==> src/design/nmdn_pkg.sv <==
// shared types and constants for the normal map decode / normalize block
// no dependencies
package nmdn_pkg;

   localparam int CHAN_W   = 8;
   localparam int ENC_W    = 16;
   localparam int VEC_W    = 24;   // scaled component, signed
   localparam int SQ_W     = 46;   // one squared component
   localparam int SUM_W    = 48;   // squared length
   localparam int RAD_W    = 64;   // squared length shifted up by 16
   localparam int ROOT_W   = 32;
   localparam int SQ_STEPS = 32;
   localparam int NUM_W    = 48;   // 2*|v|*2^23 + r
   localparam int DEN_W    = 33;   // 2*r
   localparam int QUO_W    = 17;
   localparam int ADDR_W   = 4;
   localparam int DATA_W   = 32;

   localparam logic [1:0] REG_NORMAL_SCALE = 2'd0;
   localparam logic [1:0] REG_CHANNEL_COUNT = 2'd1;
   localparam logic [1:0] REG_ZERO_THRESH = 2'd2;

   localparam logic signed [15:0] NORMAL_SCALE_RST = 16'sd4096;
   localparam logic [2:0]  CHANNEL_COUNT_RST = 3'd3;
   localparam logic [15:0] ZERO_THRESH_RST = 16'd17;

   localparam logic [16:0] THRESH_MULT = 17'd65025;   // 255^2
   localparam logic [ENC_W-1:0] ENC_HALF = 16'd32768;
   localparam logic [ENC_W-1:0] ENC_MAX  = 16'd65535;

   typedef struct packed {
      logic                    is_long;
      logic signed [VEC_W-1:0] vx;
      logic signed [VEC_W-1:0] vy;
      logic signed [VEC_W-1:0] vz;
   } side_type;

endpackage

==> src/design/nmdn_front.sv <==
// decode, scale, square and threshold compare, three register stages
// depends on nmdn_pkg
module nmdn_front (
   input  logic                              clock,
   input  logic                              reset,
   input  logic                              en,
   input  logic                              in_valid,
   input  logic [nmdn_pkg::CHAN_W-1:0]       in_c0,
   input  logic [nmdn_pkg::CHAN_W-1:0]       in_c1,
   input  logic [nmdn_pkg::CHAN_W-1:0]       in_c2,
   input  logic signed [15:0]                normal_scale,
   input  logic [2:0]                        channel_count,
   input  logic [15:0]                       zero_thresh,
   output logic                              out_valid,
   output logic [nmdn_pkg::RAD_W-1:0]        out_rad,
   output nmdn_pkg::side_type                out_side
);
   import nmdn_pkg::*;

   // stage 0
   logic                    v0_ff;
   logic signed [VEC_W-1:0] vx0_ff, vy0_ff, vz0_ff;
   logic signed [VEC_W-1:0] vx0_in, vy0_in, vz0_in;
   logic [CHAN_W-1:0]       c1_sel, c2_sel;
   logic signed [9:0]       ex, ey, ez;
   logic signed [25:0]      px, py;

   // stage 1
   logic              v1_ff;
   logic [SQ_W-1:0]   sx1_ff, sy1_ff, sz1_ff;
   logic [31:0]       thr1_ff;
   side_type          side1_ff;
   logic signed [47:0] qx, qy, qz;
   logic [32:0]       thr_prod;

   // stage 2
   logic              v2_ff;
   logic [RAD_W-1:0]  rad2_ff;
   side_type          side2_ff;
   logic [SUM_W-1:0]  sum;

   always_comb begin
      c1_sel = (channel_count > 3'd1) ? in_c1 : in_c0;
      c2_sel = (channel_count > 3'd2) ? in_c2 : in_c0;
      // 2c - 255
      ex = $signed({1'b0, in_c0, 1'b1}) - 10'sd256;
      ey = $signed({1'b0, c1_sel, 1'b1}) - 10'sd256;
      ez = $signed({1'b0, c2_sel, 1'b1}) - 10'sd256;
      px = ex * normal_scale;
      py = ey * normal_scale;
      vx0_in = px[VEC_W-1:0];
      vy0_in = py[VEC_W-1:0];
      vz0_in = {{3{ez[9]}}, ez[8:0], 12'b0};
   end

   always_comb begin
      qx = vx0_ff * vx0_ff;
      qy = vy0_ff * vy0_ff;
      qz = vz0_ff * vz0_ff;
      thr_prod = zero_thresh * THRESH_MULT;
   end

   assign sum = SUM_W'(sx1_ff) + SUM_W'(sy1_ff) + SUM_W'(sz1_ff);

   always_ff @(posedge clock) begin
      if (reset) begin
         v0_ff <= 1'b0;
         v1_ff <= 1'b0;
         v2_ff <= 1'b0;
      end else if (en) begin
         v0_ff <= in_valid;
         v1_ff <= v0_ff;
         v2_ff <= v1_ff;
      end
   end

   always_ff @(posedge clock) begin
      if (en) begin
         vx0_ff <= vx0_in;
         vy0_ff <= vy0_in;
         vz0_ff <= vz0_in;
         sx1_ff <= qx[SQ_W-1:0];
         sy1_ff <= qy[SQ_W-1:0];
         sz1_ff <= qz[SQ_W-1:0];
         thr1_ff <= thr_prod[31:0];
         side1_ff.is_long <= 1'b0;
         side1_ff.vx <= vx0_ff;
         side1_ff.vy <= vy0_ff;
         side1_ff.vz <= vz0_ff;
         rad2_ff <= {sum, 16'b0};
         side2_ff.is_long <= (sum > SUM_W'(thr1_ff));
         side2_ff.vx <= side1_ff.vx;
         side2_ff.vy <= side1_ff.vy;
         side2_ff.vz <= side1_ff.vz;
      end
   end

   assign out_valid = v2_ff;
   assign out_rad   = rad2_ff;
   assign out_side  = side2_ff;

endmodule

==> config.mk <==
export PLATFORM = sky130hd
export DESIGN_NAME = nmdn_front
export DESIGN_NICKNAME = d
export VERILOG_FILES = /design/src/design/nmdn_pkg.sv /design/src/design/nmdn_front.sv
export SDC_FILE = /design/constraint.sdc
export NUM_CORES = 2
export LEC_CHECK = 0
export BUFFER_PORTS_ARGS = -buffer_cell sky130_fd_sc_hd__buf_2
export CAP_MARGIN = 5
export CORE_AREA = 5 5 277 482
export CTS_BUF_LIST = sky130_fd_sc_hd__clkbuf_4 sky130_fd_sc_hd__clkbuf_8 sky130_fd_sc_hd__clkbuf_16
export CTS_CLUSTER_DIAMETER = 100
export DETAILED_ROUTE_END_ITERATION = 16
export DIE_AREA = 0 0 282 487
export PLACE_DENSITY = 0.69
export SLEW_MARGIN = 20
export SYNTH_ARGS = -nofsm -noshare
export SYNTH_HDL_FRONTEND = slang
export SYNTH_SLANG_ARGS = --single-unit
==> constraint.sdc <==
create_clock -name clock -period 11.6 [get_ports clock]
set_input_delay 3.48 -clock clock [delete_from_list [all_inputs] [get_ports clock]]
set_output_delay 3.48 -clock clock [all_outputs]
set_load 0.02 [all_outputs]
==> metrics <==
DRC errors left=0; area grow syn2layout=6.22%; vias in the first global route=between 50,000 and 60,000; most common cell after layout, fill and taps aside=inv_1; Clock Latency Late Sink=a little over 0.6 ns; worst hold path type=flop to flop; NumNets Final=8,803; synthesized cell area=68,000 sq um; run status=completed; CTS Buf Count=43; min cycle time layout=9.59 ns; top cell type's share of synthesized area=between 40% and 50%; Reg clk slew, reported paths=about 0.060 ns; DR vias/cell=5.37; Slew HR=40.6%; Crit. End Element=flop; Worst Setup Start Kind=primary input; post-cts sizing count=0; DRT antenna net count=0; DR pass1 iterations=6; Worst Tran Pin Value=0.891 ns; Fin Setup TNS=0 ns; die span in x=282 um; synth unique cells=85; share of cells above drive strength 1=5.37%; synth warn=0; top area cells in the synthesized netlist=fa_1 (44%), edfxtp_1 (15%), ha_1 (12%), inv_1 (9.6%), nand2_1 (3.1%); DP HPWL=between 100 and 150 mm; clk buf depth=3; clk root buf=clkbuf_16; Final period util=82.7%; CP Max Fanout=16; final clock skew=0.0148 ns; die height=487 um; Worst EP required=11.94 ns; vias=around 45,000; Slew Limit Fails=0; GR Util All Layers=about a quarter; Arrival @ worst endpoint=9.93 ns; grt ovf=0; Initial Util=~53%; RSZ-0062 raised after global routing=false; EDFF count, synth=350; Die ar.=137,000 sq um; Post-CTS Hold Buffers=0; cell count after synthesis=6,503; commonest non-fill, non-tap cells in the layout=inv_1 (1,741), fa_1 (1,494), ha_1 (628); dominant synthesized flop cell=edfxtp_1; input/output buffers=170; Async S/R FF share, synth=0%; H-tree levels=2; area of the core=129,000 sq um; first-pass GRT wire length=260 mm; Seq/Total Area, Yosys=~16%; max_cap viols=0; largest net degree at the start of global routing=167; worst-case hold slack=0.413 ns; Placed Cells=8,254; final core utilization=55.8%; FMAX=104 MHz; Iter 0 DRT Violations=2,132; Synth area leader=fa_1; Wirelength per Cell=19.1 um; Finished Layout Cells=8,334; IO Pins=201; Post-CTS Repair Setup Buffers=0; FP Rows=175; setup violators final=0; CTS tree=built; DRT Wirelength=159 mm; WS Path Type=primary input to flop; post-synthesis sequential element count=353; number of antenna violations at the first check in global routing=6; final hold viol count=0; Placer Congestion=about 0.9; Clock Sinks=~350; Avg Cell Area, Syn=10.5 sq um
==> worst max-delay path: stages <==
cell and delay (ns):
buf_2 0.10, nor2_1 0.59, mux2_2 0.56, nand2_1 0.14, fa_1 0.55, inv_1 0.05, ha_1 0.27, ha_1 0.28
inv_1 0.05, fa_1 0.45, fa_1 0.49, inv_1 0.05, ha_1 0.31, a21o_1 0.17, a21oi_1 0.23, nor2b_1 0.08
o21a_1 0.18, o41ai_1 0.50, o2111ai_1 0.25, nand2_1 0.11, o21ai_0 0.12, o41ai_1 0.51, o21bai_1 0.12, a21oi_1 0.20
xnor2_1 0.08
==> registers in the layout, indices dropped and copies added, names as in the netlist <==
name       flops
out_side      56
side1_ff      54
out_rad       46
sx1_ff        45
sy1_ff        44
thr1_ff       32
vx0_ff        24
vy0_ff        23
sz1_ff        18
vz0_ff         8
out_valid      1
v0_ff          1
v1_ff          1
==> logic make-up after synthesis <==
logic type	synth area share, %
fa+ha+maj	55.5
buf+inv	10.8
simple gates	9.41
compound gates	4.99
flops	15.5
xor+xnor	3.32
mux	0.359
other cells	0.0110
==> layer usage <==
metal	wire length [um]	track usage (%)	part of all wire, %	up-vias
met3	6890	2.94	4.3	450
met5	44	0	0.028	-
met2	88800	46.3	56	1205
met1	54000	25.9	34	23300
met4	9440	11.6	5.9	6
li1	-	-	-	19800
==> path summary, 6_finish.rpt <==
check,start,end,slack [ns],cells after the start
max,channel_count[2],vy0_ff[23]$_DFFE_PP_,2.01,25
min,side1_ff[65]$_DFFE_PP_,out_side[65]$_DFFE_PP_,0.41,0
max reg2reg,vx0_ff[8]$_DFFE_PP_,sx1_ff[42]$_DFFE_PP_,2.83,29
min reg2reg,side1_ff[65]$_DFFE_PP_,out_side[65]$_DFFE_PP_,0.41,0
==> cells in the mapped netlist, types with 7 or more instances <==
cell type and number:
a211o_1 7, a211oi_1 20, a21o_1 82, a21oi_1 144
a31oi_1 10, and2_1 294, and3_1 15, buf_4 35
clkbuf_1 148, edfxtp_1 350, fa_1 1494, ha_1 628
inv_1 1741, mux2_2 11, mux2i_1 12, nand2_1 560
nand2b_1 57, nand3_1 44, nand4_1 13, nor2_1 155
nor2b_1 110, nor3_1 29, o2111ai_1 8, o211ai_1 7
o21a_1 35, o21ai_0 75, o21bai_1 25, o22ai_1 8
o31ai_1 9, or2_2 15, xnor2_1 206, xor2_1 52
==> per-stage QoR <==
step / instance area [sq um] / setup slack [ns]
floorplan: 68100 / 2.11
global placement: 70700 / 1.54
detailed placement: 70700 / 1.39
CTS: 72200 / 2.02
global route: 72200 / 1.44
finish: 72200 / 2.01
==> final cells by class <==
| type | count | area [sq um] |
|---|---|---|
| multi-input combinational | 4251 | 50200 |
| antenna | 2 | 5.00 |
| timing repair buffer | 228 | 1310 |
| tap | 1681 | 2100 |
| inverter | 1741 | 6540 |
| clock buffer | 49 | 1130 |
| sequential | 353 | 10600 |
| fill | 11200 | 57200 |
| clock inverter | 29 | 409 |
Power is left out: the tool's default activity adds up to more than one toggle a clock period on the data nets, which glitch-free logic cannot reach.
