`src/design/nmdn_pkg.sv`:
```
// shared types and constants for the normal map decode / normalize block
// no dependencies
package nmdn_pkg;

   localparam int CHAN_W   = 8;
   localparam int ENC_W    = 16;
   localparam int VEC_W    = 24;   // scaled component, signed
   localparam int SQ_W     = 46;   // one squared component
   localparam int SUM_W    = 48;   // squared length
   localparam int RAD_W    = 64;   // squared length shifted up by 16
   localparam int ROOT_W   = 32;
   localparam int SQ_STEPS = 32;
   localparam int NUM_W    = 48;   // 2*|v|*2^23 + r
   localparam int DEN_W    = 33;   // 2*r
   localparam int QUO_W    = 17;
   localparam int ADDR_W   = 4;
   localparam int DATA_W   = 32;

   localparam logic [1:0] REG_NORMAL_SCALE = 2'd0;
   localparam logic [1:0] REG_CHANNEL_COUNT = 2'd1;
   localparam logic [1:0] REG_ZERO_THRESH = 2'd2;

   localparam logic signed [15:0] NORMAL_SCALE_RST = 16'sd4096;
   localparam logic [2:0]  CHANNEL_COUNT_RST = 3'd3;
   localparam logic [15:0] ZERO_THRESH_RST = 16'd17;

   localparam logic [16:0] THRESH_MULT = 17'd65025;   // 255^2
   localparam logic [ENC_W-1:0] ENC_HALF = 16'd32768;
   localparam logic [ENC_W-1:0] ENC_MAX  = 16'd65535;

   typedef struct packed {
      logic                    is_long;
      logic signed [VEC_W-1:0] vx;
      logic signed [VEC_W-1:0] vy;
      logic signed [VEC_W-1:0] vz;
   } side_type;

endpackage

```
`src/design/nmdn_div.sv`:
```
// pipelined rounded divide |v|*2^23 / r, one quotient bit per register stage
// depends on nmdn_pkg
module nmdn_div (
   input  logic                              clock,
   input  logic                              reset,
   input  logic                              en,
   input  logic                              in_valid,
   input  logic                              in_tag,
   input  logic signed [nmdn_pkg::VEC_W-1:0] in_v,
   input  logic [nmdn_pkg::ROOT_W-1:0]       in_root,
   output logic                              out_valid,
   output logic                              out_tag,
   output logic                              out_neg,
   output logic [nmdn_pkg::QUO_W-1:0]        out_quo
);
   import nmdn_pkg::*;

   // prep stage
   logic             pv_ff, ptag_ff, pneg_ff;
   logic [NUM_W-1:0] pnum_ff;
   logic [DEN_W-1:0] pden_ff;
   logic [VEC_W-1:0] mag;

   logic [NUM_W-1:0] rem_ff  [0:QUO_W-1];
   logic [DEN_W-1:0] den_ff  [0:QUO_W-1];
   logic [QUO_W-1:0] quo_ff  [0:QUO_W-1];
   logic             neg_ff  [0:QUO_W-1];
   logic             tag_ff  [0:QUO_W-1];
   logic             valid_ff [0:QUO_W-1];

   assign mag = in_v[VEC_W-1] ? VEC_W'(-in_v) : VEC_W'(in_v);

   always_ff @(posedge clock) begin
      if (reset) begin
         pv_ff <= 1'b0;
      end else if (en) begin
         pv_ff <= in_valid;
      end
   end

   // round half away: floor((2*mag*2^23 + r) / (2r))
   always_ff @(posedge clock) begin
      if (en) begin
         ptag_ff <= in_tag;
         pneg_ff <= in_v[VEC_W-1];
         pnum_ff <= {mag, 24'b0} + NUM_W'(in_root);
         pden_ff <= {in_root, 1'b0};
      end
   end

   for (genvar i = 0; i < QUO_W; i++) begin : g_step
      localparam int SH = QUO_W - 1 - i;
      logic [NUM_W-1:0] rem_prev, rem_in;
      logic [DEN_W-1:0] den_prev;
      logic [QUO_W-1:0] quo_prev, quo_in;
      logic             neg_prev, tag_prev, valid_prev;
      logic [NUM_W:0]   dsh;

      if (i == 0) begin : g_first
         assign rem_prev   = pnum_ff;
         assign den_prev   = pden_ff;
         assign quo_prev   = '0;
         assign neg_prev   = pneg_ff;
         assign tag_prev   = ptag_ff;
         assign valid_prev = pv_ff;
      end else begin : g_next
         assign rem_prev   = rem_ff[i-1];
         assign den_prev   = den_ff[i-1];
         assign quo_prev   = quo_ff[i-1];
         assign neg_prev   = neg_ff[i-1];
         assign tag_prev   = tag_ff[i-1];
         assign valid_prev = valid_ff[i-1];
      end

      always_comb begin
         dsh = (NUM_W+1)'(den_prev) << SH;
         if ({1'b0, rem_prev} >= dsh) begin
            rem_in = rem_prev - dsh[NUM_W-1:0];
            quo_in = quo_prev | (QUO_W'(1) << SH);
         end else begin
            rem_in = rem_prev;
            quo_in = quo_prev;
         end
      end

      always_ff @(posedge clock) begin
         if (reset) begin
            valid_ff[i] <= 1'b0;
         end else if (en) begin
            valid_ff[i] <= valid_prev;
         end
      end

      always_ff @(posedge clock) begin
         if (en) begin
            rem_ff[i] <= rem_in;
            den_ff[i] <= den_prev;
            quo_ff[i] <= quo_in;
            neg_ff[i] <= neg_prev;
            tag_ff[i] <= tag_prev;
         end
      end
   end

   assign out_valid = valid_ff[QUO_W-1];
   assign out_tag   = tag_ff[QUO_W-1];
   assign out_neg   = neg_ff[QUO_W-1];
   assign out_quo   = quo_ff[QUO_W-1];

endmodule
```
`config.mk`:
```
export PLATFORM = sky130hd
export DESIGN_NAME = nmdn_div
export DESIGN_NICKNAME = d
export VERILOG_FILES = /design/src/design/nmdn_pkg.sv /design/src/design/nmdn_div.sv
export SDC_FILE = /design/constraint.sdc
export NUM_CORES = 2
export LEC_CHECK = 0
export BUFFER_PORTS_ARGS = -buffer_cell sky130_fd_sc_hd__buf_2
export CAP_MARGIN = 0
export CORE_ASPECT_RATIO = 1.1
export CORE_MARGIN = 1.5
export CORE_UTILIZATION = 55
export CTS_CLUSTER_DIAMETER = 30
export DETAILED_ROUTE_END_ITERATION = 6
export PLACE_DENSITY_LB_ADDON = 0.08
export SYNTH_ARGS = -nofsm -noshare
export SYNTH_HDL_FRONTEND = slang
export SYNTH_SLANG_ARGS = --single-unit
```
`constraint.sdc`:
```
create_clock -name clock -period 4.15 [get_ports clock]
set_clock_uncertainty 0.15 [all_clocks]
set_input_delay 0.2075 -clock clock [delete_from_list [all_inputs] [get_ports clock]]
set_output_delay 0.2075 -clock clock [all_outputs]
set_load 0.01 [all_outputs]
```
==> results.py <==
metrics = {
    "cts": {
        "clk_path_buf_depth": 4,
        "root_buffer": "clkbuf_16",
        "clock_latency_ns": 0.92,
        "cts-buffers-inserted": 308,
        "h-tree-depth": 5,
        "cts_tree": "yes",
        "clk_pin_slew_worst_paths_ns": 0.05,
        "cts.sinks": 1391,
    },
    "global_route": {
        "antenna_found_initial": 0,
        "grt_max_degree": 112,
        "grt_pass1_wl_um": 315000,
        "track_usage_pct": 26.9,
        "overflow": 0,
        "grt_pass1_vias": 58600,
    },
    "pwr": {
        "clockPowerShare_pct": 32.4,
        "p_leak_nw": 39.0,
        "p_sw_share_pct": 34.4,
        "p_sw_w": 0.0251,
        "pwr-share-comb_pct": 36.5,
        "power.density_nw_per_um2": 759,
        "intPower_w": 0.0479,
        "seqPwrFrac_pct": 31.1,
        "ir_worst_vdd_uv": 502,
    },
    "drt": {
        "first_pass_iters": 6,
        "num_vias": 58500,
        "wl_um": 202000,
        "postRouteAntennaNets": 0,
        "drt-initial-drc-count": 3635,
        "drcViolationCount": 0,
        "drt-vias-per-instance": 5.77,
        "avgRoutedWirePerCell_um": 19.9,
    },
    "critical_path": {
        "setup.worst_path.start_class": "flip-flop",
        "cp-end-kind": "flip-flop",
        "crit_arrival_ns": 4.51,
        "crit_family": "compound AO/OA/AOI/OAI gates",
        "cp.buffers_inverters": 2,
        "slowest_delay_ns": 0.47,
        "critPathKind": "flip-flop to flip-flop",
        "critPathRequiredTime_ns": 4.64,
        "cp_cell_sequence": "inv_1 > ha_1 > fa_1 > nor2b_1 > o21ai_0 > a21oi_1 > or3_1 > o21ai_0 > a21oi_1 > nand4b_1 > buf_4 > mux2_2",
        "slowest_stage": "edfxtp_1",
        "path_max_fanout": 45,
    },
    "yosys": {
        "syn_avg_cell_area_sq_um": 10.8,
        "yosysSeqAreaShare_pct": 51.8,
        "synth_top_area_share_pct": 51.7,
        "yosysMostFrequentCell": "edfxtp_1",
        "ys_warn_count": 0,
        "synth_fp_nets": 8124,
        "synthCells": 7494,
        "synth_seq_cells": 1391,
        "synth_commonest_cells": "edfxtp_1, inv_1, a21oi_1, nand2_1, ha_1",
        "synth_area_leaders": "edfxtp_1, ha_1, a21oi_1",
        "synth.distinct_cells": 107,
        "synth-edff-count": 1390,
        "synth_area_sq_um": 80700,
        "yosysTopAreaCell": "edfxtp_1",
        "async_reset_ff_share_pct": 0,
        "yosys_most_used_dff": "edfxtp_1",
    },
    "job": {
        "maxCapViolCount": 0,
    },
    "timing": {
        "min_period_ns": 4.02,
        "tightest_slew_ns": 1.03,
        "hold_viol_final": 0,
        "maxSlewViolCount": 0,
        "slew_headroom_pct": 30.4,
        "fin_crit_sh_pct": 96.9,
        "max_freq_mhz": 249,
        "rsz0062_at_grt": "true",
        "setup_violations": 0,
        "setup_ws_ns": 0.129,
    },
    "outcome": {
        "status": "completed",
    },
    "floorplanning": {
        "fp.dieW_um": 368,
        "die_y_um": 405,
        "design.core.area_sq_um": 146000,
        "die_area_sq_um": 149000,
        "initial_core_util_pct": 55.3,
        "core.rowCount": 147,
        "ios": 81,
    },
    "cells_and_area": {
        "instances_no_fill": 10200,
        "layout-drive-gt1-share_pct": 11.6,
        "area_growth_pct": 19.1,
        "nets": 8611,
    },
    "placement": {
        "dp_cells": 9484,
        "port_buffers": 80,
        "dp_hpwl_um": 153000,
        "gp_congestion": 0.976,
        "dp_slack_ns": -0.103,
    },
    "hold_path": {
        "hp-class": "primary input to flip-flop",
    },
}
power by group through the flow:
stage / sequential, W / clock [W] / combinational (W)
after global routing: 0.0230 / 0.0248 / 0.0294
after global placement: 0.0229 / 0 / 0.0258
after CTS: 0.0227 / 0.0241 / 0.0263
after detailed placement: 0.0228 / 0 / 0.0260
final: 0.0227 / 0.0237 / 0.0266
after floorplan: 0.0217 / 0 / 0.0193
layout make-up:
cell class              count  area (sq um)
clock buffers             344          8010
multi-input cells        5213         35900
diodes                      1          2.50
inverters                 678          2540
well taps                1937          2420
repair buffers            389          3380
clock inverters           198          2140
fillers                 11200         49700
flip-flops and latches   1391         41800
layout by cell type, fill, tap and decap left out, drive strengths merged, types with 28 or more instances in the layout:
cell / count
dlygate4sd3: 122
clkbuf: 344
and2: 39
o21a: 61
mux2: 97
nand2: 631
o21bai: 75
xnor2: 334
nand4: 115
nand2b: 75
o21ai: 537
clkinv: 92
nand3: 122
clkinvlp: 34
nor4: 57
buf: 267
a31oi: 61
a211oi: 56
ha: 552
edfxtp: 1390
or3: 49
nor3: 105
bufinv: 36
or2: 31
nor2b: 86
and3: 53
o211ai: 28
o31ai: 57
nor2: 443
xor2: 235
a21o: 308
inv: 714
a21oi: 633
kinds of logic after synthesis:
family,Yosys count,synth area share (%)
AOI/OAI and AO/OA,2041,15.8
and+or+nand+nor,1928,11.7
DFF,1391,51.8
buffers and inverters,890,4.19
xor gates and xnor gates,569,6.18
adders and majority gates,569,8.98
muxes,106,1.47
flip-flops by register name (all words and copies together), names as in the netlist, 8 cells and up:
register	count
den_ff	360
g_step.rem_prev	48
quo_ff	153
tag_ff	17
neg_ff	17
valid_ff	17
rem_ff	768
g_step.den_prev	8
per-layer routing:
metal | routed length, um | track usage, % | share of wire, %
met5 | 0 | 0 | 0
met4 | 9510 | 13.1 | 4.7
met2 | 103000 | 48.4 | 51
met3 | 8600 | 4.13 | 4.3
met1 | 80900 | 31.2 | 40
path summary, 6_finish.rpt:
| kind | startpoint | end | slack, ns | depth (start not counted) |
|---|---|---|---|---|
| min reg2reg | quo_ff[0][149]$_DFFE_PP_ | quo_ff[0][166]$_DFFE_PP_ | 0.26 | 0 |
| max reg2reg | rem_ff[0][204]$_DFFE_PP_ | rem_ff[0][265]$_DFFE_PP_ | 0.13 | 12 |
| min | in_v[0] | g_step[0].rem_prev[24]$_DFFE_PP_ | 0.11 | 3 |
| max | rem_ff[0][204]$_DFFE_PP_ | rem_ff[0][265]$_DFFE_PP_ | 0.13 | 12 |
tightest hold or removal path: stages:
cell and delay (ns):
dlygate4sd3_1 0.53, buf_2 0.16, ha_1 0.15
per-stage QoR:
| stage | total power (W) | utilization, % | hold slack, ns | TNS (ns) | cell area [sq um] |
|---|---|---|---|---|---|
| after global routing | 0.0772 | 65.9 | 0.103 | -0.0612 | 96100 |
| after detailed placement | 0.0488 | 57.9 | 0.236 | -0.168 | 84500 |
| after floorplan | 0.0410 | - | 0.130 | 0 | 80700 |
| after global placement | 0.0486 | 57.9 | 0.234 | -0.168 | 84500 |
| final | 0.0730 | 65.9 | 0.107 | 0 | 96100 |
| after CTS | 0.0730 | 65.8 | 0.0212 | 0 | 95900 |
timing repair:
item / in CTS / in global routing
hold buffers: 124 / 0
setup buffers: 0 / 2
gates cloned: 0 / 0
pin swaps: 0 / 8
gates resized for setup: 4 / 44
hold endpoints to repair: 639 / 0
setup endpoints to repair: 8 / 67
Note: power is estimated with default switching activity, not from simulation.
